==> config.mk <==
export PLATFORM = sky130hd
export DESIGN_NAME = priority_scheduler_semaphores
export DESIGN_NICKNAME = d
export VERILOG_FILES = /design/src/rtl/core/psched_pkg.sv /design/src/rtl/core/psched_ctrl.sv /design/src/rtl/core/psched_dp.sv /design/src/rtl/core/priority_scheduler_semaphores.sv
export SDC_FILE = /design/constraint.sdc
export NUM_CORES = 1
export LEC_CHECK = 0
export BUFFER_PORTS_ARGS = -buffer_cell sky130_fd_sc_hd__buf_4
export CAP_MARGIN = 10
export CORE_AREA = 2 2 139 141
export DETAILED_ROUTE_END_ITERATION = 10
export DIE_AREA = 0 0 141 143
export GPL_ROUTABILITY_DRIVEN = 0
export MAX_ROUTING_LAYER = met4
export PLACE_DENSITY = 0.51
export SLEW_MARGIN = 10
export SYNTH_ARGS = -nofsm -noshare
export SYNTH_HDL_FRONTEND = slang
export SYNTH_SLANG_ARGS = --single-unit
==> constraint.sdc <==
create_clock -name i_clk -period 3.55 [get_ports i_clk]
set_clock_uncertainty 0.05 [all_clocks]
set_input_delay 0.355 -clock i_clk [delete_from_list [all_inputs] [get_ports i_clk]]
set_output_delay 0.355 -clock i_clk [all_outputs]
set_load 0.1 [all_outputs]
==> src/rtl/core/psched_pkg.sv <==
// psched_pkg: types, sizes and codes shared by the scheduler modules
// no dependencies; used by psched_ctrl, psched_dp and the top level

package psched_pkg;

    localparam int NUM_TASKS     = 3;
    localparam int NUM_SEMS      = 2;
    localparam int NUM_PRIO_REGS = 4;

    localparam int TASK_W    = 2;
    localparam int LINK_W    = 3;
    localparam int PRIO_W    = 7;
    localparam int CNT_W     = 4;
    localparam int CFG_IDX_W = 2;
    localparam int TIDX_W    = (NUM_TASKS > 1) ? $clog2(NUM_TASKS) : 1;
    localparam int SIDX_W    = (NUM_SEMS > 1) ? $clog2(NUM_SEMS) : 1;
    localparam int STEP_W    = $clog2(NUM_TASKS + 1);

    localparam logic [LINK_W-1:0] NO_TASK    = 3'd7;
    localparam logic [PRIO_W-1:0] PRIO_LIMIT = 7'd100;

    localparam logic signed [CNT_W-1:0] CNT_MIN   = -4'sd8;
    localparam logic signed [CNT_W-1:0] CNT_MAX   = 4'sd7;
    localparam logic signed [CNT_W-1:0] CNT_RESET = 4'sd1;

    localparam logic [1:0] ST_READY  = 2'd0;
    localparam logic [1:0] ST_SLICED = 2'd1;
    localparam logic [1:0] ST_EXEC   = 2'd2;
    localparam logic [1:0] ST_WAIT   = 2'd3;

    localparam logic [1:0] KIND_SCHEDULE  = 2'd0;
    localparam logic [1:0] KIND_WAIT      = 2'd1;
    localparam logic [1:0] KIND_SIGNAL    = 2'd2;
    localparam logic [1:0] KIND_SLICE_END = 2'd3;

    typedef struct packed {
        logic [1:0] kind;
        logic       sem_index;
    } t_req;

    typedef struct packed {
        logic              running_valid;
        logic [TASK_W-1:0] running_task;
        logic              caller_blocked;
        logic              woken_valid;
        logic [TASK_W-1:0] woken_task;
        logic              no_runner_error;
    } t_res;

    typedef struct packed {
        logic load;
        logic scan_step;
        logic exec;
        logic walk_step;
        logic result_load;
    } t_cmd;

    typedef struct packed {
        logic scan_last;
        logic need_walk;
        logic walk_done;
    } t_sts;

endpackage

==> src/rtl/core/psched_ctrl.sv <==
// psched_ctrl: sequencing state machine of the scheduler
// depends on psched_pkg; drives psched_dp through t_cmd, reads t_sts

module psched_ctrl (
    input  logic              i_clk,
    input  logic              i_rst_n,
    input  logic              i_req_valid,
    input  logic [1:0]        i_req_kind,
    input  logic              i_res_stall,
    input  psched_pkg::t_sts  i_sts,
    output psched_pkg::t_cmd  o_cmd,
    output logic              o_req_stall,
    output logic              o_res_valid
);

    localparam logic [2:0] S_IDLE   = 3'd0;
    localparam logic [2:0] S_SCAN   = 3'd1;
    localparam logic [2:0] S_EXEC   = 3'd2;
    localparam logic [2:0] S_WALK   = 3'd3;
    localparam logic [2:0] S_FINISH = 3'd4;

    logic [2:0] r_state;
    logic [2:0] n_state;
    logic       r_res_valid;
    logic       n_res_valid;
    logic       req_acc;
    logic       res_free;

    assign req_acc  = i_req_valid && (r_state == S_IDLE);
    assign res_free = !r_res_valid || !i_res_stall;

    always_comb begin
        n_state     = r_state;
        n_res_valid = r_res_valid && i_res_stall;
        o_cmd       = '0;
        case (r_state)
            S_IDLE: begin
                if (req_acc) begin
                    o_cmd.load = 1'b1;
                    n_state = (i_req_kind == psched_pkg::KIND_SCHEDULE) ? S_SCAN : S_EXEC;
                end
            end
            S_SCAN: begin
                o_cmd.scan_step = 1'b1;
                if (i_sts.scan_last) begin
                    n_state = S_EXEC;
                end
            end
            S_EXEC: begin
                o_cmd.exec = 1'b1;
                n_state = i_sts.need_walk ? S_WALK : S_FINISH;
            end
            S_WALK: begin
                o_cmd.walk_step = 1'b1;
                if (i_sts.walk_done) begin
                    n_state = S_FINISH;
                end
            end
            S_FINISH: begin
                if (res_free) begin
                    o_cmd.result_load = 1'b1;
                    n_res_valid = 1'b1;
                    n_state = S_IDLE;
                end
            end
            default: begin
                n_state = S_IDLE;
            end
        endcase
    end

    always_ff @(posedge i_clk) begin
        if (!i_rst_n) begin
            r_state     <= S_IDLE;
            r_res_valid <= 1'b0;
        end else begin
            r_state     <= n_state;
            r_res_valid <= n_res_valid;
        end
    end

    assign o_req_stall = (r_state != S_IDLE);
    assign o_res_valid = r_res_valid;

endmodule

==> src/rtl/core/psched_dp.sv <==
// psched_dp: task table, semaphores, priority scan, queue walk and result register
// depends on psched_pkg; commanded by psched_ctrl

module psched_dp (
    input  logic                                i_clk,
    input  logic                                i_rst_n,
    input  psched_pkg::t_cmd                    i_cmd,
    input  psched_pkg::t_req                    i_req,
    input  logic                                i_cfg_we,
    input  logic [psched_pkg::CFG_IDX_W-1:0]    i_cfg_index,
    input  logic [psched_pkg::PRIO_W-1:0]       i_cfg_data,
    output psched_pkg::t_sts                    o_sts,
    output psched_pkg::t_res                    o_res
);

    localparam int NT = psched_pkg::NUM_TASKS;
    localparam int NS = psched_pkg::NUM_SEMS;
    localparam int TW = psched_pkg::TIDX_W;
    localparam int LW = psched_pkg::LINK_W;
    localparam int PW = psched_pkg::PRIO_W;
    localparam int CW = psched_pkg::CNT_W;

    logic [PW-1:0]        r_prio [psched_pkg::NUM_PRIO_REGS];
    logic [1:0]           r_tstate [NT];
    logic [LW-1:0]        r_link [NT];
    logic signed [CW-1:0] r_count [NS];
    logic [LW-1:0]        r_head [NS];
    logic [LW-1:0]        r_running;

    logic [1:0]                       r_kind;
    logic                             r_sem;
    logic [TW-1:0]                    r_scan_t;
    logic [PW-1:0]                    r_rdy_prio;
    logic [LW-1:0]                    r_rdy_idx;
    logic [PW-1:0]                    r_sld_prio;
    logic [LW-1:0]                    r_sld_idx;
    logic [LW-1:0]                    r_waiter;
    logic [LW-1:0]                    r_walk_t;
    logic [psched_pkg::STEP_W-1:0]    r_steps;
    logic                             r_blocked;
    logic                             r_woken_v;
    logic [LW-1:0]                    r_woken_t;
    logic                             r_err;
    psched_pkg::t_res                 r_res;

    logic                 has_runner;
    logic [TW-1:0]        run_idx;
    logic [PW-1:0]        run_prio;
    logic                 sem_ok;
    logic [psched_pkg::SIDX_W-1:0] sem_idx;
    logic signed [CW-1:0] cnt_dec;
    logic signed [CW-1:0] cnt_inc;
    logic [LW-1:0]        head;
    logic                 head_valid;
    logic [PW-1:0]        scan_prio;
    logic [LW-1:0]        pick_idx;
    logic [PW-1:0]        pick_prio;
    logic [TW-1:0]        walk_idx;
    logic [LW-1:0]        walk_link;
    logic                 walk_done;
    logic                 wait_blocks;

    assign has_runner = r_running < LW'(NT);
    assign run_idx    = r_running[TW-1:0];
    assign run_prio   = r_prio[2'(run_idx)];
    assign sem_ok     = 32'(r_sem) < NS;
    assign sem_idx    = psched_pkg::SIDX_W'(r_sem);
    assign cnt_dec    = (r_count[sem_idx] == psched_pkg::CNT_MIN) ?
                        r_count[sem_idx] : r_count[sem_idx] - CW'(1);
    assign cnt_inc    = (r_count[sem_idx] == psched_pkg::CNT_MAX) ?
                        r_count[sem_idx] : r_count[sem_idx] + CW'(1);
    assign head       = r_head[sem_idx];
    assign head_valid = head < LW'(NT);
    assign scan_prio  = r_prio[2'(r_scan_t)];
    assign pick_idx   = (r_rdy_idx != psched_pkg::NO_TASK) ? r_rdy_idx : r_sld_idx;
    assign pick_prio  = (r_rdy_idx != psched_pkg::NO_TASK) ? r_rdy_prio : r_sld_prio;
    assign walk_idx   = r_walk_t[TW-1:0];
    assign walk_link  = r_link[walk_idx];
    assign walk_done  = (r_steps == psched_pkg::STEP_W'(NT)) || (walk_link >= LW'(NT));
    assign wait_blocks = has_runner && sem_ok && (cnt_dec < 0);

    assign o_sts.scan_last = (r_scan_t == TW'(NT - 1));
    assign o_sts.need_walk = (r_kind == psched_pkg::KIND_WAIT) && wait_blocks && head_valid;
    assign o_sts.walk_done = walk_done;

    always_ff @(posedge i_clk) begin
        if (!i_rst_n) begin
            for (int i = 0; i < psched_pkg::NUM_PRIO_REGS; i++) begin
                r_prio[i] <= '0;
            end
        end else if (i_cfg_we) begin
            r_prio[i_cfg_index] <= i_cfg_data;
        end
    end

    // kernel state
    always_ff @(posedge i_clk) begin
        if (!i_rst_n) begin
            for (int i = 0; i < NT; i++) begin
                r_tstate[i] <= psched_pkg::ST_READY;
                r_link[i]   <= psched_pkg::NO_TASK;
            end
            for (int i = 0; i < NS; i++) begin
                r_count[i] <= psched_pkg::CNT_RESET;
                r_head[i]  <= psched_pkg::NO_TASK;
            end
            r_running <= psched_pkg::NO_TASK;
        end else if (i_cmd.exec) begin
            case (r_kind)
                psched_pkg::KIND_SCHEDULE: begin
                    if (pick_idx != psched_pkg::NO_TASK) begin
                        if (!has_runner) begin
                            r_tstate[pick_idx[TW-1:0]] <= psched_pkg::ST_EXEC;
                            r_running <= pick_idx;
                        end else if (pick_prio < run_prio) begin
                            r_tstate[run_idx]          <= psched_pkg::ST_READY;
                            r_tstate[pick_idx[TW-1:0]] <= psched_pkg::ST_EXEC;
                            r_running <= pick_idx;
                        end
                    end
                end
                psched_pkg::KIND_WAIT: begin
                    if (has_runner && sem_ok) begin
                        r_count[sem_idx] <= cnt_dec;
                        if (cnt_dec < 0) begin
                            r_tstate[run_idx] <= psched_pkg::ST_WAIT;
                            r_link[run_idx]   <= psched_pkg::NO_TASK;
                            r_running         <= psched_pkg::NO_TASK;
                            if (!head_valid) begin
                                r_head[sem_idx] <= r_running;
                            end
                        end
                    end
                end
                psched_pkg::KIND_SIGNAL: begin
                    if (sem_ok) begin
                        r_count[sem_idx] <= cnt_inc;
                        if (cnt_inc <= 0 && head_valid) begin
                            r_head[sem_idx]       <= r_link[head[TW-1:0]];
                            r_link[head[TW-1:0]]   <= psched_pkg::NO_TASK;
                            r_tstate[head[TW-1:0]] <= psched_pkg::ST_READY;
                        end
                    end
                end
                default: begin
                    if (has_runner) begin
                        r_tstate[run_idx] <= psched_pkg::ST_SLICED;
                        r_running         <= psched_pkg::NO_TASK;
                    end
                end
            endcase
        end else if (i_cmd.walk_step && walk_done) begin
            r_link[walk_idx] <= r_waiter;
        end
    end

    // per-request working registers
    always_ff @(posedge i_clk) begin
        if (i_cmd.load) begin
            r_kind     <= i_req.kind;
            r_sem      <= i_req.sem_index;
            r_scan_t   <= '0;
            r_rdy_prio <= psched_pkg::PRIO_LIMIT;
            r_rdy_idx  <= psched_pkg::NO_TASK;
            r_sld_prio <= psched_pkg::PRIO_LIMIT;
            r_sld_idx  <= psched_pkg::NO_TASK;
            r_blocked  <= 1'b0;
            r_woken_v  <= 1'b0;
            r_woken_t  <= '0;
            r_err      <= 1'b0;
        end
        if (i_cmd.scan_step) begin
            r_scan_t <= r_scan_t + TW'(1);
            if (r_tstate[r_scan_t] == psched_pkg::ST_READY && scan_prio < r_rdy_prio) begin
                r_rdy_prio <= scan_prio;
                r_rdy_idx  <= LW'(r_scan_t);
            end
            if (r_tstate[r_scan_t] == psched_pkg::ST_SLICED && scan_prio < r_sld_prio) begin
                r_sld_prio <= scan_prio;
                r_sld_idx  <= LW'(r_scan_t);
            end
        end
        if (i_cmd.exec) begin
            r_waiter <= r_running;
            r_walk_t <= head;
            r_steps  <= '0;
            case (r_kind)
                psched_pkg::KIND_WAIT: begin
                    r_err     <= !has_runner;
                    r_blocked <= wait_blocks;
                end
                psched_pkg::KIND_SIGNAL: begin
                    if (sem_ok && cnt_inc <= 0 && head_valid) begin
                        r_woken_v <= 1'b1;
                        r_woken_t <= head;
                    end
                end
                psched_pkg::KIND_SLICE_END: begin
                    r_err <= !has_runner;
                end
                default: begin
                end
            endcase
        end
        if (i_cmd.walk_step && !walk_done) begin
            r_walk_t <= walk_link;
            r_steps  <= r_steps + psched_pkg::STEP_W'(1);
        end
        if (i_cmd.result_load) begin
            r_res.running_valid   <= has_runner;
            r_res.running_task    <= has_runner ? r_running[psched_pkg::TASK_W-1:0] : '0;
            r_res.caller_blocked  <= r_blocked;
            r_res.woken_valid     <= r_woken_v;
            r_res.woken_task      <= r_woken_t[psched_pkg::TASK_W-1:0];
            r_res.no_runner_error <= r_err;
        end
    end

    assign o_res = r_res;

endmodule

==> src/rtl/core/priority_scheduler_semaphores.sv <==
// priority_scheduler_semaphores: pre-emptive priority scheduler with counting semaphores
// depends on psched_pkg; instantiates psched_ctrl and psched_dp
//
// request channel: i_req_valid / o_req_stall carry one kernel event (schedule, wait,
// signal, time slice end) in i_req. response channel: o_res_valid / i_res_stall carry
// exactly one t_res per request: the running task after the event, whether a wait
// blocked the caller, which task a signal woke, and whether a wait or slice end had
// no runner. priorities are written through i_cfg_we / i_cfg_index / i_cfg_data;
// the user must do so only while idle, which the block itself does not enforce. one
// request is processed at a time. a schedule scans the task table one task per cycle;
// a blocking wait on a non-empty queue also walks the queue, which holds at most
// NUM_TASKS - 1 tasks, to its tail. the next request is accepted in the cycle after
// a response is loaded, even while that response is still stalled; a stalled
// response holds the block in its final state until taken. reset leaves all tasks
// ready, no runner, semaphore counts at one, empty queues and all priorities zero.

module priority_scheduler_semaphores (
    input  logic                                i_clk,
    input  logic                                i_rst_n,
    input  logic                                i_req_valid,
    output logic                                o_req_stall,
    input  psched_pkg::t_req                    i_req,
    output logic                                o_res_valid,
    input  logic                                i_res_stall,
    output psched_pkg::t_res                    o_res,
    input  logic                                i_cfg_we,
    input  logic [psched_pkg::CFG_IDX_W-1:0]    i_cfg_index,
    input  logic [psched_pkg::PRIO_W-1:0]       i_cfg_data
);

    psched_pkg::t_cmd cmd;
    psched_pkg::t_sts sts;

    psched_ctrl u_ctrl (
        .i_clk       (i_clk),
        .i_rst_n     (i_rst_n),
        .i_req_valid (i_req_valid),
        .i_req_kind  (i_req.kind),
        .i_res_stall (i_res_stall),
        .i_sts       (sts),
        .o_cmd       (cmd),
        .o_req_stall (o_req_stall),
        .o_res_valid (o_res_valid)
    );

    psched_dp u_dp (
        .i_clk       (i_clk),
        .i_rst_n     (i_rst_n),
        .i_cmd       (cmd),
        .i_req       (i_req),
        .i_cfg_we    (i_cfg_we),
        .i_cfg_index (i_cfg_index),
        .i_cfg_data  (i_cfg_data),
        .o_sts       (sts),
        .o_res       (o_res)
    );

    a_blocked_no_runner: assert property (@(posedge i_clk) disable iff (!i_rst_n)
        o_res_valid && o_res.caller_blocked |-> !o_res.running_valid)
        else $error("blocked caller still reported as running");

    a_error_no_runner: assert property (@(posedge i_clk) disable iff (!i_rst_n)
        o_res_valid && o_res.no_runner_error |-> !o_res.running_valid && !o_res.woken_valid)
        else $error("no-runner error with a runner or a woken task");

    a_busy_after_accept: assert property (@(posedge i_clk) disable iff (!i_rst_n)
        i_req_valid && !o_req_stall |=> o_req_stall)
        else $error("request accepted while previous one still in progress");

endmodule

* After elaboration in Yosys (flattened, before gate mapping) *
Memories as Yosys holds them, arrays and structs flattened. A register that Yosys moved wholly into a read port is not among the register bits.
Index checks and enable logic that the tools add are counted.

storage, ports and cells
  flip-flop bits (word level) = 53
  memory bits (writable) = 57
  input port bits = 17
  output and inout bits = 10
  logic and storage cells = 259
  memories = 5

memories
  memory         depth  bits a word  read ports  clocked after Yosys merged registers in  write ports  line             RTL
  u_dp.r_prio    4      7            2           2                                        4            psched_dp.sv:23  logic [PW-1:0] r_prio [psched_pkg::NUM_PRIO_REGS];
  u_dp.r_link    3      3            2           1                                        3            psched_dp.sv:25  logic [LW-1:0] r_link [NT];
  u_dp.r_count   2      4            1           1                                        2            psched_dp.sv:26  logic signed [CW-1:0] r_count [NS];
  u_dp.r_head    2      3            1           1                                        2            psched_dp.sv:27  logic [LW-1:0] r_head [NS];
  u_dp.r_tstate  3      2            1           1                                        3            psched_dp.sv:24  logic [1:0] r_tstate [NT];

cells by class
  add/sub/neg operators = 4
  order comparisons = 8
  equal/unequal tests = 23
  multiplexer cells = 150
  bitwise operators = 9
  reduce and logical (&&, ||, !) cells = 37

operators by type and width
  kind                   number
  $mux W1                84
  $mux W3                27
  $mux W7                8
  $mux W2                25
  $lt A7 B7 Y1           3
  $mux W4                4
  $pmux W3 S5            1
  $reduce_or A3 Y1       5
  $logic_and A1 B1 Y1    10
  $ne A2 B1 Y1 const B   5
  $ne A3 B3 Y1 const B   3
  $pmux W3 S3            1
  $eq A2 B2 Y1 const B   4
  $eq A4 B4 Y1 const B   2
  $reduce_or A2 Y1       4
  $reduce_and A7 Y1      1
  $reduce_or A7 Y1       1
  $eq A3 B2 Y1 const B   2
  $logic_not A2 Y1       3
  $lt A3 B2 Y1 const B   2
  $reduce_bool A2 Y1     3
  $or A1 B1 Y1           5
  $add A2 B1 Y2 const B  2
  $add A4 B2 Y4 const B  1
  other kinds (17)       25

* Longest topological paths before layout *
  depth in word-level cells = 17
  mapped depth = 12
  gate-level depth less buffers = 10

* Modules after synthesis *
A second synthesis with hierarchy kept.

unflattened totals
  cell total of the unflattened synthesis = 580
  area total of the unflattened synthesis = 6480.0 sq um

modules (own cells, without submodules)
  module       times used  cells each  area an instance (sq um)
  psched_dp    1           546         6184.7
  psched_ctrl  1           34          295.3

* Least setup slack after synthesis *
Ideal clock, no wire load.

  kind = register to register
  from = register with a tool-made name
  to = register u_dp.r_sld_prio[2]
  setup time = 0.072 ns
  data arrival time = 2.698 ns
  data required time = 3.428 ns
  setup slack = 0.730 ns
  stages on the path, launching flop included = 12
  buffers on the path = 3
  period minus slack after synthesis = 2.820 ns
  cell sequence = dfxtp_1 clkbuf_1 clkbuf_1 mux4_2 ha_1 a21oi_1 nor2b_1 o21ai_0 nand4b_1 a21oi_1 buf_2 mux2i_1

RTL lines
  element               line              RTL
  end signal, assigned  psched_dp.sv:165  r_sld_prio <= psched_pkg::PRIO_LIMIT;
  end signal, assigned  psched_dp.sv:179  r_sld_prio <= scan_prio;
  end, declared         psched_dp.sv:35   logic [PW-1:0] r_sld_prio;

==> summary.txt <==
Outcome
  – Run status: completed

Power and ir drop
  – P_sw: 0.00108 W
  – Clock share of power: 45.6%
  – Reg power frac: 40.7%
  – Switching share of total power: 27.0%
  – PD cells: 527 nW/um^2
  – Cell leakage power: 2.90 nW
  – Worst VDD drop: 0.338 mV
  – Cell Int Power: 0.00293 W
  – Comb pwr share: 13.7%
  – Pwr Total: 0.00401 W

Synthesis
  – Synthesized area: 6440 um^2
  – Sequential fraction of the synthesis area: 50.4%
  – Syn_area_per_cell: 10.6 um^2
  – Prevailing post-synth register cell: edfxtp_1
  – Seq cells post-synth: 121
  – Syn nets: 644
  – Post-synth ARST share: 0%
  – Ys Warns: 0
  – Number of enable flip-flop cells after synthesis: 82
  – Library cells used by synthesis: 64
  – Mapped Cells: 605

Global route
  – Vias in the first global route: 4672
  – Largest net degree at the start of global routing: 25
  – GRT Residual Overflow: 0
  – Total Routing Usage GR: 16.6%
  – Antenna violations before repair: 0
  – First-pass GRT wire length: 24900 um

Timing
  – Worst Max-Slew Pin Slew: 0.976 ns
  – Final setup viols: 0
  – Hold Vio Cnt, Final: 0
  – Fin crit share: 88.1%
  – Final WS setup: 0.423 ns
  – Fmax: 320 MHz
  – Slew headroom: 34.9%
  – Post-route minimum period: 3.13 ns
  – RSZ-0062 raised after global routing: false
  – Final TNS setup: 0 ns
  – Max-slew violations: 0

Finish
  – Reg area: 3240 um^2
  – Nets: 687
  – Multi-input logic area: 2950 um^2
  – Fillers: 1768
  – Most frequent cells in the layout: nand2_1, edfxtp_1, nor2_1
  – Most common cell after layout, fill and taps aside: nand2_1
  – Area delta synth->final: 18.3%
  – N_diodes: 0
  – Share of layout cells above drive strength 1: 16.6%

Clock tree
  – Clock transition at path regs: 0.06 ns
  – Skew-Pair Late Insertion Delay: 0.42 ns
  – Max Root-Sink Buffers: 2
  – Sink Count: 121
  – Root buffer cell: clkbuf_16
  – TritonCTS Buffers: 17
  – CTS tree: yes
  – CTS H-tree depth: 4
  – Post-CTS Hold Buffers: 0
  – Post-CTS sizing: 0
  – # Post-CTS Setup Buffers: 0

Routing
  – M1 WL: 6930 um
  – DRT Wirelength: 15300 um
  – Residual DRC: 0
  – Initial DRC count: 263
  – Met2 routed WL: 7510 um
  – Avg WL per Cell: 17.1 um
  – Routed vias: 4581
  – Antenna-violating nets left: 0
  – Vias per cell: 5.12
  – Pre-Repair DR Iteration Count: 5
  – Highest routed layer: met4
  – Met3 WL: 625 um

Worst setup path
  – Slowest stage delay, CP: 0.44 ns
  – Reg2reg path depth: 10
  – Terminus of the critical flop-to-flop path: u_dp.r_tstate[1][0]
  – Worst-path fanout max: 15
  – Setup slack, reg-to-reg: 0.42 ns
  – Nature of the critical path endpoint: flop
  – CP max-delay cell: dfxtp_1
  – Stages on worst setup path: 10
  – CP arrival: 3.21 ns
  – CP top delay family: simple AND/OR/NAND/NOR gates
  – Bufs and invs on worst path: 1
  – R2r startpoint: u_dp.r_rdy_idx[0]
  – WS Path Type: flop to flop
  – CP cell instances: nand3_1 -> o21ai_0 -> ha_1 -> a21oi_1 -> o21ai_0 -> nor2_1 -> a21oi_1 -> buf_4 -> nor4_1 -> a211o_1
  – Data required time at the worst endpoint: 3.63 ns
  – Critical Path Source Type: flop

Floorplan
  – Ports: 27
  – CORE AREA: 18600 um^2
  – Row count: 50
  – Die area: 20200 um^2
  – Die width: 141 um
  – Die Y: 143 um
  – Initial core utilization: 34.6%

Hold path
  – Min-Delay Path Class: primary input to flop
  – Hold path cells: 1
  – Worst hold start: i_req[0]
  – Worst Hold Path EP: u_dp.r_sem

Placed design
  – PortBufs: 26
  – DP HPWL: 11700 um
  – Pre-CTS setup slack: 0.432 ns

Job
  – Max-Cap Viols: 0
[Yosys cell counts, drive strengths merged (3+ instances only)]
master  count  share of area [%]
a211o       4               0.54
a211oi      3               0.54
a21o        6               0.70
a21oi      19                1.5
a31oi       8               0.78
and2       23                2.2
and3       10               0.97
buf        10               0.72
clkbuf     11               0.64
dfxtp      39                 12
edfxtp     82                 38
ha         22                4.3
inv        42                2.4
mux2       11                2.0
mux2i      32                5.0
mux4       16                5.7
nand2      86                5.0
nand2b     12                1.2
nand3      11               0.86
nand4       6               0.58
nor2       49                2.9
nor2b       9               0.91
nor3       12               0.93
nor4        4               0.39
o211ai      5               0.58
o21a        6               0.70
o21ai      28                2.2
o22a        3               0.41
o31ai       3               0.35
or3         3               0.29
[power groups by stage]
stage	clock network [W]	registers (W)	logic, W
detailed placement	0	0.00166	0.000553
global route	0.00192	0.00164	0.000617
floorplan	0	0.00166	0.000389
CTS	0.00186	0.00163	0.000556
global placement	0	0.00166	0.000541
finish	0.00183	0.00163	0.000551
[metal layers]
| metal | up-vias | global-route usage (%) |
|---|---|---|
| met2 | 100 | 27.5 |
| met4 | 0 | 5.26 |
| met5 | - | - |
| met3 | 16 | 3.59 |
| li1 | 2291 | - |
| met1 | 2174 | 20.5 |
[flip-flops by register name, indices dropped and copies added, names as in the netlist, 6 cells and up, named ones only]
register and count:
u_dp.o_res 8, u_dp.r_tstate 8, u_dp.r_rdy_prio 7, u_dp.r_link 12, u_dp.r_prio 28, u_dp.r_count 8, u_dp.r_head 6, u_dp.r_sld_prio 7
[worst max path at each step]
stage | from | to | slack (ns)
6_report | u_dp.r_rdy_idx[0] | u_dp.r_tstate[1][0] | 0.42
5_1_grt | u_dp.r_rdy_idx[0] | u_dp.r_tstate[1][0] | 0.09
4_1_cts | u_dp.r_rdy_idx[0] | u_dp.r_tstate[1][1] | 0.41
3_5_place_dp | u_dp.r_rdy_idx[0] | u_dp.r_tstate[1][1] | 0.43
3_3_place_gp | flop | u_dp.r_tstate[1][0] | 0.53
2_1_floorplan | flop | u_dp.r_sld_prio[2] | 0.73
[stage by stage]
step / util, % / cells / instance area (um^2) / hold slack (ns)
after floorplan: - / 605 / 6440 / 0.356
after global placement: 37.6 / 863 / 6990 / 0.365
after detailed placement: 37.6 / 863 / 6990 / 0.368
after CTS: 41.0 / 895 / 7620 / 0.0563
after global routing: 41.0 / 895 / 7620 / 0.0600
final: 41.0 / 895 / 7620 / 0.0706
[cell type report]
class | instances | area share (%)
inverters | 42 | 2.07
repair buffers | 45 | 4.60
clock inverters | 14 | 2.43
clock buffers | 18 | 5.77
flip-flops and latches | 121 | 42.6
well taps | 234 | 3.84
multi-input cells | 421 | 38.7
[cell families (layout without fill, tap and decap cells)]
group | count (synthesis) | count (layout) | share of synthesized area [%]
muxes | 59 | 59 | 12.7
AOI/OAI and AO/OA | 104 | 104 | 10.9
other | 1 | 1 | 0.0583
DFF | 121 | 121 | 50.4
adders and majority gates | 22 | 22 | 4.28
xor gates and xnor gates | 1 | 1 | 0.136
and+or+nand+nor | 234 | 234 | 17.7
buffers and inverters | 63 | 119 | 3.81
(Power assumes the default switching activity.)
